--- config.mk ---
export PLATFORM = sky130hd
export DESIGN_NAME = tme_ram
export DESIGN_NICKNAME = d
export VERILOG_FILES = /design/src/rtl/tme_ram.sv
export SDC_FILE = /design/constraint.sdc
export NUM_CORES = 2
export LEC_CHECK = 0
export BUFFER_PORTS_ARGS = -buffer_cell sky130_fd_sc_hd__buf_2
export CAP_MARGIN = 20
export CORE_MARGIN = 4
export CORE_UTILIZATION = 45
export DETAILED_ROUTE_END_ITERATION = 10
export PLACE_DENSITY = 0.64
export SLEW_MARGIN = 20
export SYNTH_ARGS = -nofsm -noshare
export SYNTH_HDL_FRONTEND = slang
export SYNTH_SLANG_ARGS = --single-unit
--- constraint.sdc ---
create_clock -name i_clk -period 3 [get_ports i_clk]
set_input_delay 0.15 -clock i_clk [delete_from_list [all_inputs] [get_ports i_clk]]
set_output_delay 0.15 -clock i_clk [all_outputs]
set_load 0.02 [all_outputs]
--- src/rtl/tme_ram.sv ---
// Generic single-clock RAM: one write port, one read port, registered read.
// No dependencies.
`timescale 1ns / 1ps

module tme_ram #(
    parameter int WIDTH = 8,
    parameter int DEPTH = 256
) (
    input  logic                     i_clk,
    input  logic                     i_we,
    input  logic [$clog2(DEPTH)-1:0] i_waddr,
    input  logic [WIDTH-1:0]         i_wdata,
    input  logic [$clog2(DEPTH)-1:0] i_raddr,
    output logic [WIDTH-1:0]         o_rdata
);

    logic [WIDTH-1:0] r_mem [DEPTH];
    logic [WIDTH-1:0] r_rdata;

    always_ff @(posedge i_clk) begin
        if (i_we) begin
            r_mem[i_waddr] <= i_wdata;
        end
        r_rdata <= r_mem[i_raddr];
    end

    assign o_rdata = r_rdata;

endmodule
# Word level (Yosys, flattened, before mapping)

Memory sizes are Yosys's and may differ from the RTL's. A register that Yosys moved wholly into a read port is not among the register bits.
Cells that the tools add are included.

Mux-type cells: 2

Operators with widths:

| cell    | count |
|---|---|
| $mux W1 | 2 |

Flip-flop bits (word level): 0
Memories: 1
Output and inout port bits: 8
Word-level logic and storage cells: 3
Memory bits (writable): 2,048
Input bits: 26

Memories:

| memory | depth | width | read ports | clocked after memory_dff | write ports | RTL line | text |
|---|---|---|---|---|---|---|---|
| r_mem  | 256   | 8     | 1          | 1                        | 1           | 17       | `logic [WIDTH-1:0] r_mem [DEPTH];` |

# Logic depth before layout (Yosys ltp)

Depth after elaboration: 2
Depth in mapped cells: 11
Gate-level depth less buffers: 6

# Worst setup path after synthesis

OpenSTA, ideal clock, no wires.

Kind: input-to-reg
From: input port i_raddr[0]
To: register r_rdata[2] (netlist: o_rdata[2]), read port of r_mem
Path buffers: 4
Cell stages on the path: 9
Required time: 2.869 ns
Setup slack: 0.912 ns
Arrival: 1.957 ns
Setup time: 0.131 ns
Cell sequence: buf_6 > buf_12 > buf_8 > buf_2 > mux4_2 > a22oi_1 > a21oi_1 > nor4_1 > nor4_2

RTL lines:

| what            | RTL line | text |
|---|---|---|
| start, declared | 13       | `input logic [$clog2(DEPTH)-1:0] i_raddr,` |
| end, declared   | 18       | `logic [WIDTH-1:0] r_rdata;` |

==> results.py <==
metrics = {
    "run_status": {
        "run_status": "finished, final reports clean",
    },
    "finish": {
        "final_area_um2": 92400,
        "final_layout_size_suffix_gt1_share_pct": 29.3,
        "utilization_pct": 52.5,
        "area_delta_synth_final_pct": 16.1,
        "layout_common_cells": "edfxtp_1, mux4_2, buf_4",
        "n_fill_cell": 13600,
        "nNetsFinal": 4276,
        "final_common_cell": "edfxtp_1",
        "finalNonFillerCells": 6758,
    },
    "place": {
        "hpwl_um": 129000,
        "portBuffers": 33,
        "place_area_um2": 85800,
        "dp_slack_ns": -0.381,
        "place_inst": 6374,
        "finalWeightedCongestion": 0.849,
    },
    "timing": {
        "relSlewSlack_pct": 27.7,
        "period_needed_ns": 2.82,
        "setup_viol": 0,
        "fin_crit_sh_pct": 93.9,
        "rsz0062_at_grt": "no",
        "final_max_slew_viol_count": 0,
        "hold_viol_final": 0,
        "whs_ns": 0.0606,
        "clock_skew_ns": 0.0313,
        "setup_slack_ns": 0.184,
        "tightest_slew_ns": 1.07,
        "max_freq_mhz": 355,
    },
    "clock_network": {
        "cts.sinks": 2056,
        "worstSkewPairLatency_ns": 0.84,
        "cts_root_buffer": "clkbuf_16",
        "cts_tree": "done",
        "cts_buffer_depth": 3,
        "post_cts_buffers": 0,
        "clk_pin_slew_ns": 0.06,
        "htree_levels": 4,
        "numCtsBuffers": 203,
    },
    "yosys": {
        "synth_adder_area_share_pct": 0,
        "synth_top_family_by_area": "multiplexers",
        "synthXorXnorAreaFrac_pct": 0,
        "synthFlopType": "edfxtp_1",
        "synth_mux_area_share_pct": 14.6,
        "ys_seq_elements": 2056,
        "synth_seq_area_share_pct": 77.5,
        "synth_area_um2": 79600,
        "synth_edf_count": 2048,
        "avgSynthCellArea_um2": 21.3,
        "synth-simple-area-share_pct": 2.63,
        "yosysWarnings": 0,
        "synth_nets": 3759,
        "synthArstFlopShare_pct": 0,
        "netlist_instances": 3733,
        "synth-compound-area-share_pct": 3.42,
        "synth_cell_types": 55,
    },
    "routing": {
        "vias": 40300,
        "ant_nets": 0,
        "wl_per_cell_um": 29.5,
        "drc": 0,
        "drt-initial-drc-count": 5071,
        "viasPerCell": 5.97,
        "dr.pass1.iters": 5,
        "routed_wl_um": 200000,
    },
    "worst_setup_path": {
        "cp.required_ns": 3.70,
        "crit_arrival_ns": 3.51,
        "crit_type": "reg -> reg",
        "crit_path_start_kind": "flip-flop",
        "crit_path_end_kind": "flip-flop",
        "critical_path.max_fanout": 1,
    },
    "min_path": {
        "hold_class": "in -> reg",
    },
    "pwr": {
        "p_leak_nw": 29.4,
        "switching_share_pct": 21.5,
        "peakVddDrop_uv": 575,
        "p_sw_mw": 12.8,
        "internal_power_mw": 46.6,
        "p_clk_share_pct": 41.3,
        "p_per_area_nw_per_um2": 643,
        "comb_power_share_pct": 5.3,
        "seqPwrFrac_pct": 53.4,
    },
    "floorplan": {
        "coreArea_um2": 176000,
        "die_y_um": 428,
        "io_pins": 34,
        "fp.dieW_um": 428,
        "dieArea_um2": 184000,
        "start_util_pct": 45.2,
        "std_cell_rows": 154,
    },
    "grt": {
        "grt_max_degree": 113,
        "antenna_found_initial": 15,
        "grt_pass1_wl_um": 289000,
        "grt_use_total_pct": 21.6,
        "overflow": 0,
        "grt_pass1_vias": 40600,
    },
    "run": {
        "cap_violations": 0,
    },
}
state kept, by name (all words and copies together), names as in the netlist:
name     count
o_rdata      8
r_mem     2048
kinds of logic (layout without fill, tap and decap cells):
family	after synthesis	count (layout)
other	0	2
flip-flops	2056	2056
AND/OR/NAND/NOR	466	466
multiplexers	591	591
buffers and inverters	235	918
AO/OA/AOI/OAI	385	385
final cells by class:
cell class / instances / area [um2] / area share [%]
tap: 2340 / 2930 / 3.17
clock buffer: 248 / 5360 / 5.80
timing repair buffer: 545 / 4810 / 5.21
antenna: 2 / 5.00 / 0.00542
multi-input combinational: 1442 / 16500 / 17.9
clock inverter: 123 / 1090 / 1.19
sequential: 2056 / 61700 / 66.8
inverter: 2 / 7.51 / 0.00813
power groups by stage:
| stage | logic (mW) | clock network (mW) | registers (mW) |
|---|---|---|---|
| floorplan | 1.54 | 0 | 32.3 |
| global placement | 3.12 | 0 | 32.3 |
| detailed placement | 3.15 | 0 | 32.3 |
| CTS | 3.17 | 24.9 | 31.7 |
| global route | 3.32 | 26.2 | 31.7 |
| finish | 3.15 | 24.5 | 31.7 |
timing repair:
item,4_1_cts,5_1_grt
resized for setup,0,0
hold buffers,11,0
hold endpoints to repair,549,0
stage by stage:
| step | power [mW] | TNS [ns] |
|---|---|---|
| 3_3_place_gp | 35.4 | -0.981 |
| 2_1_floorplan | 33.9 | 0 |
| 3_5_place_dp | 35.5 | -1.04 |
| 6_report | 59.4 | 0 |
| 5_1_grt | 61.2 | 0 |
| 4_1_cts | 59.8 | 0 |
path summary, 6_finish.rpt:
check / startpoint / end / slack (ns) / depth (start not counted)
worst min-delay path: i_we / r_mem[129][2]$_DFFE_PP_ / 0.06 / 3
worst max-delay path: r_mem[208][5]$_DFFE_PP_ / o_rdata[5]$_DFF_P_ / 0.18 / 7
worst max register to register: r_mem[208][5]$_DFFE_PP_ / o_rdata[5]$_DFF_P_ / 0.18 / 7
worst min register to register: r_mem[102][7]$_DFFE_PP_ / o_rdata[7]$_DFF_P_ / 1.10 / 6
synth_stat cells, types with 13 or more instances:
cell	number	area, um2
a211oi_1	16	120
a21oi_1	96	480
a221oi_1	13	114
a22oi_1	133	998
buf_1	22	82.6
buf_2	31	155
buf_4	27	203
buf_6	21	236
buf_8	13	195
clkbuf_1	111	417
edfxtp_1	2048	61500
mux2i_1	134	1340
mux4_2	454	10200
nand2_1	33	124
nand3_1	34	170
nor2_1	282	1060
nor2b_1	31	194
nor3_1	22	110
nor4_1	24	150
o221ai_1	46	403
o22ai_1	28	175
worst max-delay path, cell delays in order (launching register included):
cell	delay [ns]
edfxtp_1	0.37
mux4_2	0.48
a22o_1	0.25
a221oi_1	0.61
o32ai_1	0.23
nor3_1	0.48
buf_4	0.22
nor4_1	0.05
routing by layer:
layer	part of all wire (%)	GRT usage [%]	wire length, um	vias up
met4	2.6	5.72	5120	0
met1	41	31.2	82200	21500
met3	8.9	4.74	17800	291
met2	47	33.7	94500	1782
li1	-	-	-	16700
met5	0	0	0	-
No activity file was read; power rests on OpenSTA's default activity.
